<file path="config.mk">
export PLATFORM = sky130hd
export DESIGN_NAME = sha256_byte_stream_hasher_flat
export DESIGN_NICKNAME = d
export VERILOG_FILES = /design/src/sv/sha256_pkg.sv /design/src/sv/sha256_if.sv /design/src/sv/sha256_ctrl.sv /design/src/sv/sha256_dp.sv /design/src/sv/sha256_byte_stream_hasher.sv /design/src/flat_wrapper.sv
export VERILOG_INCLUDE_DIRS = /design/src /design/src/sv
export SDC_FILE = /design/constraint.sdc
export NUM_CORES = 2
export LEC_CHECK = 0
export ABC_AREA = 1
export BUFFER_PORTS_ARGS = -buffer_cell sky130_fd_sc_hd__buf_2
export CORE_UTILIZATION = 59
export CTS_CLUSTER_SIZE = 30
export DETAILED_ROUTE_END_ITERATION = 8
export PLACE_DENSITY = 0.78
export REMOVE_ABC_BUFFERS = 1
export SYNTH_ARGS = -nofsm -noshare
export SYNTH_HDL_FRONTEND = slang
export SYNTH_SLANG_ARGS = --single-unit
</file>
<file path="constraint.sdc">
create_clock -name clk -period 13.87 [get_ports clk]
set_clock_uncertainty 0.05 [all_clocks]
set_input_delay 1.387 -clock clk [delete_from_list [all_inputs] [get_ports clk]]
set_output_delay 1.387 -clock clk [all_outputs]
set_load 0.02 [all_outputs]
</file>
<file path="src/sv/sha256_byte_stream_hasher_macros.svh">
// assertion macros shared by the sha256 hasher rtl
// no dependencies; included by the files that carry assertions
`ifndef SHA256_BYTE_STREAM_HASHER_MACROS_SVH
`define SHA256_BYTE_STREAM_HASHER_MACROS_SVH

// same-cycle implication, disabled while reset is low
`define SHA_ASSERT_IMP(label, clk, rstn, ante, cons, msg) \
  label: assert property (@(posedge clk) disable iff (!(rstn)) (ante) |-> (cons)) \
    else $error(msg);

// next-cycle implication, disabled while reset is low
`define SHA_ASSERT_NXT(label, clk, rstn, ante, cons, msg) \
  label: assert property (@(posedge clk) disable iff (!(rstn)) (ante) |=> (cons)) \
    else $error(msg);

`endif

</file>
<file path="src/sv/sha256_pkg.sv">
// shared types, codes and constant tables for the sha256 hasher
// no dependencies; imported by the controller, datapath and top level
package sha256_pkg;

  // request operation codes
  localparam logic [1:0] OP_ABSORB        = 2'd0;
  localparam logic [1:0] OP_ABSORB_FINISH = 2'd1;
  localparam logic [1:0] OP_FINISH        = 2'd2;

  localparam logic [5:0] FILL_LAST  = 6'd63;
  localparam logic [5:0] PAD_END    = 6'd56;
  localparam logic [5:0] ROUND_LAST = 6'd63;
  localparam logic [2:0] WORD_LAST  = 3'd7;
  localparam logic [7:0] PAD_BYTE   = 8'h80;

  typedef enum logic [1:0] {
    SEL_IN,
    SEL_PAD80,
    SEL_ZERO,
    SEL_LEN
  } byte_sel_t;

  typedef struct packed {
    logic       shift_byte;
    byte_sel_t  byte_sel;
    logic       add_len;
    logic       load_v;
    logic       round_en;
    logic       fold;
    logic       out_shift;
    logic [5:0] rnd;
    logic [2:0] idx;
  } dp_cmd_t;

  localparam logic [31:0] ROUND_K [64] = '{
    32'h428a2f98, 32'h71374491, 32'hb5c0fbcf, 32'he9b5dba5,
    32'h3956c25b, 32'h59f111f1, 32'h923f82a4, 32'hab1c5ed5,
    32'hd807aa98, 32'h12835b01, 32'h243185be, 32'h550c7dc3,
    32'h72be5d74, 32'h80deb1fe, 32'h9bdc06a7, 32'hc19bf174,
    32'he49b69c1, 32'hefbe4786, 32'h0fc19dc6, 32'h240ca1cc,
    32'h2de92c6f, 32'h4a7484aa, 32'h5cb0a9dc, 32'h76f988da,
    32'h983e5152, 32'ha831c66d, 32'hb00327c8, 32'hbf597fc7,
    32'hc6e00bf3, 32'hd5a79147, 32'h06ca6351, 32'h14292967,
    32'h27b70a85, 32'h2e1b2138, 32'h4d2c6dfc, 32'h53380d13,
    32'h650a7354, 32'h766a0abb, 32'h81c2c92e, 32'h92722c85,
    32'ha2bfe8a1, 32'ha81a664b, 32'hc24b8b70, 32'hc76c51a3,
    32'hd192e819, 32'hd6990624, 32'hf40e3585, 32'h106aa070,
    32'h19a4c116, 32'h1e376c08, 32'h2748774c, 32'h34b0bcb5,
    32'h391c0cb3, 32'h4ed8aa4a, 32'h5b9cca4f, 32'h682e6ff3,
    32'h748f82ee, 32'h78a5636f, 32'h84c87814, 32'h8cc70208,
    32'h90befffa, 32'ha4506ceb, 32'hbef9a3f7, 32'hc67178f2
  };

  localparam logic [31:0] INIT_H [8] = '{
    32'h6a09e667, 32'hbb67ae85, 32'h3c6ef372, 32'ha54ff53a,
    32'h510e527f, 32'h9b05688c, 32'h1f83d9ab, 32'h5be0cd19
  };

endpackage

</file>
<file path="src/sv/sha256_if.sv">
// valid/ready channel interfaces for the sha256 hasher
// no dependencies; used by the top level ports
interface sha256_in_if;
  logic       valid;
  logic       ready;
  logic [1:0] operation;
  logic [7:0] data_byte;

  modport source (output valid, output operation, output data_byte, input ready);
  modport sink (input valid, input operation, input data_byte, output ready);
endinterface

interface sha256_out_if;
  logic        valid;
  logic        ready;
  logic [31:0] digest_word;
  logic [2:0]  word_index;
  logic        last_word;

  modport source (output valid, output digest_word, output word_index, output last_word,
                  input ready);
  modport sink (input valid, input digest_word, input word_index, input last_word,
                output ready);
endinterface

</file>
<file path="src/sv/sha256_ctrl.sv">
// controller fsm for the sha256 hasher: fill count, padding, rounds, digest readout
// depends on sha256_pkg and sha256_byte_stream_hasher_macros.svh
`include "sha256_byte_stream_hasher_macros.svh"

module sha256_ctrl
  import sha256_pkg::*;
(
  input  logic       clk,
  input  logic       rst_n,
  input  logic       in_valid,
  input  logic [1:0] in_operation,
  output logic       in_ready,
  output logic       out_valid,
  input  logic       out_ready,
  output logic [2:0] out_index,
  output logic       out_last,
  output dp_cmd_t    cmd
);

  localparam logic [2:0] S_IDLE  = 3'd0;
  localparam logic [2:0] S_PAD   = 3'd1;
  localparam logic [2:0] S_LEN   = 3'd2;
  localparam logic [2:0] S_ROUND = 3'd3;
  localparam logic [2:0] S_FOLD  = 3'd4;
  localparam logic [2:0] S_OUT   = 3'd5;

  localparam logic [1:0] RET_IDLE = 2'd0;
  localparam logic [1:0] RET_PAD  = 2'd1;
  localparam logic [1:0] RET_OUT  = 2'd2;

  logic [2:0] state_r, state_nxt;
  logic [5:0] fill_r, fill_nxt;
  logic [5:0] rnd_r, rnd_nxt;
  logic [2:0] idx_r, idx_nxt;
  logic [1:0] ret_r, ret_nxt;
  logic       pad80_r, pad80_nxt;

  assign in_ready  = (state_r == S_IDLE);
  assign out_valid = (state_r == S_OUT);
  assign out_index = idx_r;
  assign out_last  = (idx_r == WORD_LAST);

  always_comb begin
    state_nxt    = state_r;
    fill_nxt     = fill_r;
    rnd_nxt      = rnd_r;
    idx_nxt      = idx_r;
    ret_nxt      = ret_r;
    pad80_nxt    = pad80_r;
    cmd          = '0;
    cmd.byte_sel = SEL_IN;
    cmd.rnd      = rnd_r;
    cmd.idx      = idx_r;
    unique case (state_r)
      S_IDLE: begin
        if (in_valid) begin
          priority if (in_operation == OP_ABSORB || in_operation == OP_ABSORB_FINISH) begin
            cmd.shift_byte = 1'b1;
            cmd.add_len    = 1'b1;
            fill_nxt       = fill_r + 6'd1;
            pad80_nxt      = 1'b1;
            if (fill_r == FILL_LAST) begin
              cmd.load_v = 1'b1;
              rnd_nxt    = '0;
              state_nxt  = S_ROUND;
              ret_nxt    = (in_operation == OP_ABSORB_FINISH) ? RET_PAD : RET_IDLE;
            end else if (in_operation == OP_ABSORB_FINISH) begin
              state_nxt = S_PAD;
            end
          end else if (in_operation == OP_FINISH) begin
            pad80_nxt = 1'b1;
            state_nxt = S_PAD;
          end else begin
            // unused code, dropped
            state_nxt = S_IDLE;
          end
        end
      end
      S_PAD: begin
        if (!pad80_r && fill_r == PAD_END) begin
          state_nxt = S_LEN;
        end else begin
          cmd.shift_byte = 1'b1;
          cmd.byte_sel   = pad80_r ? SEL_PAD80 : SEL_ZERO;
          pad80_nxt      = 1'b0;
          fill_nxt       = fill_r + 6'd1;
          if (fill_r == FILL_LAST) begin
            cmd.load_v = 1'b1;
            rnd_nxt    = '0;
            state_nxt  = S_ROUND;
            ret_nxt    = RET_PAD;
          end
        end
      end
      S_LEN: begin
        cmd.shift_byte = 1'b1;
        cmd.byte_sel   = SEL_LEN;
        fill_nxt       = fill_r + 6'd1;
        if (fill_r == FILL_LAST) begin
          cmd.load_v = 1'b1;
          rnd_nxt    = '0;
          state_nxt  = S_ROUND;
          ret_nxt    = RET_OUT;
        end
      end
      S_ROUND: begin
        cmd.round_en = 1'b1;
        rnd_nxt      = rnd_r + 6'd1;
        if (rnd_r == ROUND_LAST) begin
          state_nxt = S_FOLD;
        end
      end
      S_FOLD: begin
        cmd.fold = 1'b1;
        priority if (ret_r == RET_PAD) begin
          state_nxt = S_PAD;
        end else if (ret_r == RET_OUT) begin
          idx_nxt   = '0;
          state_nxt = S_OUT;
        end else begin
          state_nxt = S_IDLE;
        end
      end
      S_OUT: begin
        if (out_ready) begin
          cmd.out_shift = 1'b1;
          idx_nxt       = idx_r + 3'd1;
          if (idx_r == WORD_LAST) begin
            state_nxt = S_IDLE;
          end
        end
      end
      default: begin
        state_nxt = S_IDLE;
      end
    endcase
  end

  always_ff @(posedge clk) begin
    if (!rst_n) begin
      state_r <= S_IDLE;
      fill_r  <= '0;
      rnd_r   <= '0;
      idx_r   <= '0;
      ret_r   <= RET_IDLE;
      pad80_r <= 1'b0;
    end else begin
      state_r <= state_nxt;
      fill_r  <= fill_nxt;
      rnd_r   <= rnd_nxt;
      idx_r   <= idx_nxt;
      ret_r   <= ret_nxt;
      pad80_r <= pad80_nxt;
    end
  end

  `SHA_ASSERT_IMP(a_no_overlap, clk, rst_n, out_valid, !in_ready, "request open during readout")
  `SHA_ASSERT_NXT(a_round_to_fold, clk, rst_n, (state_r == S_ROUND) && (rnd_r == ROUND_LAST), state_r == S_FOLD, "last round not followed by fold")
  `SHA_ASSERT_NXT(a_done_idle, clk, rst_n, out_valid && out_ready && out_last, (state_r == S_IDLE) && (fill_r == '0), "digest done but not idle and empty")
  `SHA_ASSERT_IMP(a_out_aligned, clk, rst_n, state_r == S_OUT, (fill_r == '0) && !pad80_r, "readout with bytes buffered")

endmodule

</file>
<file path="src/sv/sha256_dp.sv">
// datapath for the sha256 hasher: byte shift line, schedule, round unit, hash words
// depends on sha256_pkg
module sha256_dp
  import sha256_pkg::*;
(
  input  logic        clk,
  input  logic        rst_n,
  input  dp_cmd_t     cmd,
  input  logic [7:0]  data_byte,
  output logic [31:0] digest_word
);

  function automatic logic [31:0] big_sig0(input logic [31:0] x);
    return {x[1:0], x[31:2]} ^ {x[12:0], x[31:13]} ^ {x[21:0], x[31:22]};
  endfunction

  function automatic logic [31:0] big_sig1(input logic [31:0] x);
    return {x[5:0], x[31:6]} ^ {x[10:0], x[31:11]} ^ {x[24:0], x[31:25]};
  endfunction

  function automatic logic [31:0] small_sig0(input logic [31:0] x);
    return {x[6:0], x[31:7]} ^ {x[17:0], x[31:18]} ^ {3'b000, x[31:3]};
  endfunction

  function automatic logic [31:0] small_sig1(input logic [31:0] x);
    return {x[16:0], x[31:17]} ^ {x[18:0], x[31:19]} ^ {10'b0, x[31:10]};
  endfunction

  logic [31:0] h_r [8];
  logic [31:0] v_r [8];
  logic [31:0] w_r [16];
  logic [63:0] bits_r;

  logic [7:0]  byte_in;
  logic [31:0] t1, t2, w_new;

  always_comb begin
    unique case (cmd.byte_sel)
      SEL_IN:    byte_in = data_byte;
      SEL_PAD80: byte_in = PAD_BYTE;
      SEL_ZERO:  byte_in = 8'h00;
      SEL_LEN:   byte_in = bits_r[63:56];
    endcase
  end

  assign t1 = v_r[7] + big_sig1(v_r[4]) + ((v_r[4] & v_r[5]) ^ (~v_r[4] & v_r[6]))
            + ROUND_K[cmd.rnd] + w_r[0];
  assign t2 = big_sig0(v_r[0]) + ((v_r[0] & v_r[1]) ^ (v_r[0] & v_r[2]) ^ (v_r[1] & v_r[2]));
  assign w_new = small_sig1(w_r[14]) + w_r[9] + small_sig0(w_r[1]) + w_r[0];

  assign digest_word = h_r[0];

  // block words: bytes enter at w_r[15] and shift down, rounds take words from w_r[0]
  always_ff @(posedge clk) begin
    if (cmd.shift_byte) begin
      for (int i = 0; i < 15; i++) begin
        w_r[i] <= {w_r[i][23:0], w_r[i+1][31:24]};
      end
      w_r[15] <= {w_r[15][23:0], byte_in};
    end else if (cmd.round_en) begin
      for (int i = 0; i < 15; i++) begin
        w_r[i] <= w_r[i+1];
      end
      w_r[15] <= w_new;
    end
  end

  // working variables
  always_ff @(posedge clk) begin
    if (cmd.load_v) begin
      for (int i = 0; i < 8; i++) begin
        v_r[i] <= h_r[i];
      end
    end else if (cmd.round_en) begin
      v_r[0] <= t1 + t2;
      v_r[1] <= v_r[0];
      v_r[2] <= v_r[1];
      v_r[3] <= v_r[2];
      v_r[4] <= v_r[3] + t1;
      v_r[5] <= v_r[4];
      v_r[6] <= v_r[5];
      v_r[7] <= v_r[6];
    end
  end

  // hash words and bit length; readout rotates the initial value back in
  always_ff @(posedge clk) begin
    if (!rst_n) begin
      for (int i = 0; i < 8; i++) begin
        h_r[i] <= INIT_H[i];
      end
      bits_r <= '0;
    end else begin
      if (cmd.fold) begin
        for (int i = 0; i < 8; i++) begin
          h_r[i] <= h_r[i] + v_r[i];
        end
      end else if (cmd.out_shift) begin
        for (int i = 0; i < 7; i++) begin
          h_r[i] <= h_r[i+1];
        end
        h_r[7] <= INIT_H[cmd.idx];
      end
      if (cmd.add_len) begin
        bits_r <= bits_r + 64'd8;
      end else if (cmd.shift_byte && cmd.byte_sel == SEL_LEN) begin
        bits_r <= {bits_r[55:0], 8'h00};
      end
    end
  end

endmodule

</file>
<file path="src/sv/sha256_byte_stream_hasher.sv">
// top level of the sha256 byte stream hasher
// depends on sha256_pkg, sha256_if, sha256_ctrl and sha256_dp
//
// usage:
// - in_chan carries one request per byte: operation absorb, absorb then
//   finish, or finish alone; data_byte is ignored on finish alone, and the
//   unused operation code is taken and dropped
// - out_chan returns the digest after a finish as eight 32-bit words, most
//   significant first, with word_index 0 to 7 and last_word on the eighth
// - the 64th byte of a block starts the compression, which runs one round per
//   cycle through the 64 round constants and then folds into the hash words;
//   no further byte is taken until the block is done
// - a finish writes the pad byte, zeros and the 8 length bytes one per cycle
//   outside compression, then compresses: one block with fill at most 55, or
//   an extra block with 56 to 63, fill being the bytes buffered before the
//   pad byte; then the digest words are read out
// - in_ready is high only while the block is idle; during readout it is low
// - a stalled receiver simply holds the current digest word; nothing is lost
// - reset (rst_n low, synchronous) loads the initial hash value and clears
//   the length and fill count; the next request starts a new message
// - after the last word is taken the hash words hold the initial value again
module sha256_byte_stream_hasher
  import sha256_pkg::*;
(
  input logic          clk,
  input logic          rst_n,
  sha256_in_if.sink    in_chan,
  sha256_out_if.source out_chan
);

  dp_cmd_t     cmd;
  logic [31:0] digest;
  logic [2:0]  word_idx;
  logic        word_last;

  // sequencing: fill count, padding steps, round counter, readout index
  sha256_ctrl u_ctrl (
    .clk          (clk),
    .rst_n        (rst_n),
    .in_valid     (in_chan.valid),
    .in_operation (in_chan.operation),
    .in_ready     (in_chan.ready),
    .out_valid    (out_chan.valid),
    .out_ready    (out_chan.ready),
    .out_index    (word_idx),
    .out_last     (word_last),
    .cmd          (cmd)
  );

  // block words, round unit, hash words and bit length
  sha256_dp u_dp (
    .clk         (clk),
    .rst_n       (rst_n),
    .cmd         (cmd),
    .data_byte   (in_chan.data_byte),
    .digest_word (digest)
  );

  // digest word comes straight from the hash register, stable while stalled
  assign out_chan.digest_word = digest;
  assign out_chan.word_index  = word_idx;
  assign out_chan.last_word   = word_last;

endmodule
</file>
<file path="src/flat_wrapper.sv">
// flat-port wrapper written by rule: the top's interface ports become plain ports
module sha256_byte_stream_hasher_flat import sha256_pkg::*;
  (clk, rst_n, in_chan_valid, in_chan_operation, in_chan_data_byte, in_chan_ready, out_chan_valid, out_chan_digest_word, out_chan_word_index, out_chan_last_word, out_chan_ready);
  sha256_in_if in_chan_i ();
  sha256_out_if out_chan_i ();
  input logic clk;
  input logic rst_n;
  input wire logic [$bits(in_chan_i.valid)-1:0] in_chan_valid;
  input wire logic [$bits(in_chan_i.operation)-1:0] in_chan_operation;
  input wire logic [$bits(in_chan_i.data_byte)-1:0] in_chan_data_byte;
  output wire logic [$bits(in_chan_i.ready)-1:0] in_chan_ready;
  output wire logic [$bits(out_chan_i.valid)-1:0] out_chan_valid;
  output wire logic [$bits(out_chan_i.digest_word)-1:0] out_chan_digest_word;
  output wire logic [$bits(out_chan_i.word_index)-1:0] out_chan_word_index;
  output wire logic [$bits(out_chan_i.last_word)-1:0] out_chan_last_word;
  input wire logic [$bits(out_chan_i.ready)-1:0] out_chan_ready;
  assign in_chan_i.valid = in_chan_valid;
  assign in_chan_i.operation = in_chan_operation;
  assign in_chan_i.data_byte = in_chan_data_byte;
  assign in_chan_ready = in_chan_i.ready;
  assign out_chan_valid = out_chan_i.valid;
  assign out_chan_digest_word = out_chan_i.digest_word;
  assign out_chan_word_index = out_chan_i.word_index;
  assign out_chan_last_word = out_chan_i.last_word;
  assign out_chan_i.ready = out_chan_ready;
  sha256_byte_stream_hasher u_core (.clk(clk), .rst_n(rst_n), .in_chan(in_chan_i), .out_chan(out_chan_i));
endmodule
</file>
* After elaboration in Yosys (flattened, before gate mapping)
Memories as Yosys holds them, arrays and structs flattened.
Cells that the tools add are included.
** Storage, ports and cells
- Memory bits (read-only) :: 2304
- Bits in writable memories :: 1024
- Memories kept :: 5
- Logic and storage cells :: 261
- Register bits after elaboration :: 85
** Cells by class
- Reduce and logical (&&, ||, !) cells :: 18
- Equality and inequality tests :: 29
- $lt $le $gt $ge :: 2
- Multiplexer cells :: 119
- Bitwise logic cells :: 59
- Add/subtract/negate cells :: 22
** Memories
- (no name shown) :: words 64, width 32, rd ports 1, clocked after Yosys merged registers in 0, wr ports 0, line sha256_dp.sv:47 : + ROUND_K[cmd.rnd] + w_r[0];
- u_core.u_dp.w_r :: words 16, width 32, rd ports 16, clocked after Yosys merged registers in 0, wr ports 16, line sha256_dp.sv:31 : logic [31:0] w_r [16];
- (no name shown) :: words 8, width 32, rd ports 1, clocked after Yosys merged registers in 0, wr ports 0, line sha256_dp.sv:102 : h_r[7] <= INIT_H[cmd.idx];
- u_core.u_dp.h_r :: words 8, width 32, rd ports 8, clocked after Yosys merged registers in 0, wr ports 8, line sha256_dp.sv:29 : logic [31:0] h_r [8];
- u_core.u_dp.v_r :: words 8, width 32, rd ports 8, clocked after Yosys merged registers in 0, wr ports 8, line sha256_dp.sv:30 : logic [31:0] v_r [8];
** Operators by type and width (number)
- two-way mux 32 bit :: 44
- adder 32 bit :: 18
- XOR 32 bit :: 9
- bitwise AND 32 bit :: 5
- two-way mux 64 bit :: 2
- adder 64 x 4 -> 64 bit (second input constant) :: 1
- two-way mux 3 bit :: 15
- two-way mux 6 bit :: 7
- bitwise OR 1 bit :: 40
- two-way mux 1 bit :: 32
- inverter 32 bit :: 1
- case mux 8 bit (4 select lines) :: 1
- XOR 32 x 22 -> 32 bit :: 1
- XOR 32 x 29 -> 32 bit :: 1
- case mux 6 bit (4 select lines) :: 1
- == test 6 bit (second input constant) :: 3
- two-way mux 2 bit :: 9
- case mux 3 bit (6 select lines) :: 1
- case mux 6 bit (3 select lines) :: 1
- AND reduction 4 bit :: 4
- inequality test 2 bit (second input constant) :: 7
- adder 6 x 1 -> 6 bit (second input constant) :: 2
- == test 3 bit (second input constant) :: 3
- == test 2 bit (second input constant) :: 4
- other kinds (26) :: 37

* Logic depth before layout (Yosys ltp)
An unclocked memory read counts as a cell.
- Depth after elaboration :: 9
- Mapped depth :: 40
- Depth with buffers taken out :: 40

* Modules after synthesis
Synthesis repeated with hierarchy kept, for this count alone.
** Second synthesis, totals
- Cell total of the unflattened synthesis :: 9833
- Area, all modules :: 80163.1 sq um
** Modules (own cells, without submodules)
- sha256_dp :: times used 1, sequential area each 31960.7 sq um, area each 78729.3 sq um, cells each 9618
- sha256_ctrl :: times used 1, sequential area each 420.4 sq um, area each 1433.9 sq um, cells each 215

* Worst setup path after synthesis
OpenSTA, ideal clock, no wires.
- Path type :: in2reg
- Start point :: input port in_chan_valid
- End point :: memory u_core.u_dp.w_r[0][0] (enable)
- Path slack :: -0.482 ns
- Data arrival time :: 10.638 ns
- Required time :: 10.156 ns
- Stages on the path :: 9
- Cells stage by stage :: nor2_1 > a31oi_1 > nand2_1 > nand2_1 > nor2_2 > buf_4 > buf_2 > buf_2 > nand2_1
** RTL lines
- start, declared :: line flat_wrapper.sv:8 : input wire logic [$bits(in_chan_i.valid)-1:0] in_chan_valid;
- end, declared :: line sha256_dp.sv:31

==> impl_metrics.tcl <==
set metrics [dict create \
    synth_top_cell_by_area "edfxtp_1" \
    cp_slowest_stage_delay_ps 670 \
    critPathMaxFanout 13 \
    synth-async-reset-ratio 0 \
    synth_edf_count 1023 \
    power_switching_mw 6.02 \
    hp-class "flop to flop" \
    avgSynthCellArea_sq_um 7.92 \
    hold_depth 2 \
    setup_viol 0 \
    slew_viol_final 0 \
    reg2reg_from "u_core.u_ctrl.rnd_r[0]$_SDFFE_PN0P_" \
    holdPathEnd "u_core.u_dp.bits_r[63]$_SDFFE_PN0P_" \
    leakage_nw 36.5 \
    yosys.area.top_type_share 0.381 \
    swShare 0.426 \
    place_hpwl_um 227000 \
    clkLatencyLatePin_ps 850 \
    power.share.combinational 0.435 \
    hold_viol_final 0 \
    synth_area_sq_um 80600 \
    multi_input_area_sq_um 41600 \
    rows 135 \
    intPower_mw 8.12 \
    portBuffers 51 \
    fin_cells 11800 \
    synthCells 10200 \
    synth-seq-cells 1106 \
    drive_above_1_share 0.0366 \
    grt_pass1_vias 71000 \
    rr_worst_depth 37 \
    grt_usage 0.432 \
    critPathCaptureType "flop" \
    clockBufferDepth 3 \
    io_pins 52 \
    drt_wl_total_um 303000 \
    power_frac_seq 0.330 \
    synth_area_leaders "edfxtp_1 38%, nand2_1 13%, o21ai_0 6.3%" \
    worstHoldStart "u_core.u_dp.bits_r[63]$_SDFFE_PN0P_" \
    hold-worst-slack_ps 439 \
    critPathKind "flop to flop" \
    routedWlPerCell_um 25.6 \
    power_mw 14.1 \
    place_congestion 1.05 \
    ys_seq_area_frac 0.402 \
    die_area_sq_um 138000 \
    r2r_slack_ps 5100 \
    startpoint "u_core.u_ctrl.rnd_r[0]$_SDFFE_PN0P_" \
    antenna_left 0 \
    fp.dieH_um 372 \
    grt_first_pass_wirelength_um 444000 \
    clockRootBuffer "clkbuf_16" \
    core_area_sq_um 135000 \
    max-vdd-ir-drop_v 0.000215 \
    slowest_stage "ha_1" \
    cts_tree "yes" \
    seq_area_sq_um 32400 \
    relSlewSlack 0.0875 \
    grt-ovfl-total 0 \
    grt_max_degree 263 \
    rr_endpoint "u_core.u_dp.v_r[0][31]$_DFFE_PP_" \
    htreeDepth 3 \
    design_area_sq_um 85700 \
    cts_resized 0 \
    arrival_ps 9270 \
    pwr-share-clk 0.234 \
    dp_cells 11600 \
    drtIter0Drc 10700 \
    antenna_found_initial 4 \
    ctsHoldBuffers 0 \
    start_util 0.595 \
    synth_commonest_cells "2851 x nand2_1, 1286 x inv_1, 1023 x edfxtp_1" \
    tightestPinTransition_ps 1350 \
    syn2layout_area_growth_pct 6.28 \
    fin_nets 10600 \
    drv_cap 0 \
    post_cts_buffers 0 \
    yosys_warnings 0 \
    post_drt_via_cell_ratio 6.30 \
    die_x_um 372 \
    power_density_nw_per_um2 165 \
    synth_most_common_cell "nand2_1" \
    setup_tns_ps 0 \
    cts_buffers 115 \
    critPathRequiredTime_ps 14370 \
    synth.distinct_cells 59 \
    cts_sinks 1106 \
    firstDrtPassIters 7 \
    fin_crit_ps 8770 \
    nFillCells 11500 \
    startpoint_type "flop" \
    place_area_sq_um 81800 \
    clk_pin_slew_ps 70 \
    ys.flop_type "edfxtp_1" \
    fin_crit_sh 0.632 \
    rsz0062_at_grt "false" \
    status "finished, final reports clean" \
    path_common_cell "inv_1" \
    route.detailed.drc 0 \
    vias 74600 \
    max_freq_ghz 0.114 \
]
[power by group through the flow]
stage,combinational (mW),clock [mW],sequential (mW)
floorplan,4.05,0,4.68
global placement,5.85,0,4.70
detailed placement,5.94,0,4.71
CTS,6.00,3.30,4.65
global route,6.75,3.42,4.70
finish,6.16,3.31,4.67
[logic make-up (layout without fill, tap and decap cells)]
group / after synthesis / count (layout) / share of synthesized area
simple gates: 4128 / 4128 / 0.207
compound gates: 2199 / 2199 / 0.152
buf+inv: 1747 / 1614 / 0.0840
flops: 1106 / 1106 / 0.402
fa+ha+maj: 601 / 601 / 0.111
xor+xnor: 406 / 406 / 0.0441
other cells: 0 / 6 / 0
[critical path, delay by kind of cell, from the launching register on]
kind | cells | cell delay [ps]
xor+xnor | 1 | 310
compound gates | 6 | 1360
buf+inv | 8 | 1140
fa+ha+maj | 7 | 3240
simple gates | 15 | 1910
flops | 1 | 550
[worst max path at each step]
| stage | end | slack, ps | cells after the start |
|---|---|---|---|
| 6_report | u_core.u_dp.v_r[0][31]$_DFFE_PP_ | 5100 | 37 |
| 5_1_grt | u_core.u_dp.v_r[0][31]$_DFFE_PP_ | 4690 | 37 |
| 4_1_cts | u_core.u_dp.v_r[0][31]$_DFFE_PP_ | 5250 | 37 |
| 3_3_place_gp | u_core.u_dp.v_r[0][31]$_DFFE_PP_ | 5420 | 35 |
| 2_1_floorplan | u_core.u_dp.w_r[0][0]$_DFFE_PP_ | -30420 | 4 |
| 3_5_place_dp | u_core.u_dp.v_r[0][31]$_DFFE_PP_ | 5210 | 37 |
[sequential cells by signal, indices dropped and copies added (netlist names)]
signal                   count
u_core.u_dp.bits_r          61
u_core.u_dp.h_r            256
u_core.u_dp.w_r            512
u_core.u_ctrl.fill_r         6
u_core.u_dp.v_r            256
u_core.u_ctrl.pad80_r        1
u_core.u_ctrl.out_index      3
u_core.u_ctrl.state_r        3
u_core.u_ctrl.rnd_r          6
u_core.u_ctrl.ret_r          2
[layout by cell type, fill, tap and decap left out, drive strengths merged, types with 85 or more instances in the layout]
cell    netlist  layout
clkbuf      334     128
nand2      2851    2851
xor2        242     242
edfxtp     1023    1023
inv        1301    1308
nand4        88      88
nor2        575     575
buf         109     100
nand3       373     373
a21oi       690     690
o21bai       85      85
xnor2       164     164
fa          195     195
o21ai      1023    1023
ha          403     403
nor3        128     128
[metrics by stage]
step	worst slack (ps)	utilization
floorplan	-30420	-
global placement	5420	0.604
detailed placement	5210	0.604
CTS	5250	0.633
global route	4690	0.633
finish	5100	0.633
[layer usage]
| metal | part of all wire | track usage | vias to the layer above | wire length [um] |
|---|---|---|---|---|
| li1 | - | - | 33500 | - |
| met1 | 0.37 | 0.563 | 35200 | 114000 |
| met2 | 0.44 | 0.664 | 4904 | 133000 |
| met3 | 0.12 | 0.0926 | 1004 | 35500 |
| met4 | 0.069 | 0.250 | 0 | 21000 |
| met5 | 0 | 0 | - | 0 |
[final cells by class]
class / instances / share of cell area
Multi-Input combinational cell: 7334 / 0.485
Sequential cell: 1106 / 0.378
Inverter: 1304 / 0.0574
Clock buffer: 128 / 0.0345
Tap cell: 1781 / 0.0260
Clock inverter: 82 / 0.0113
Timing Repair Buffer: 100 / 0.00785
Antenna cell: 6 / 0.000175
Power figures use the tool's default switching activity.
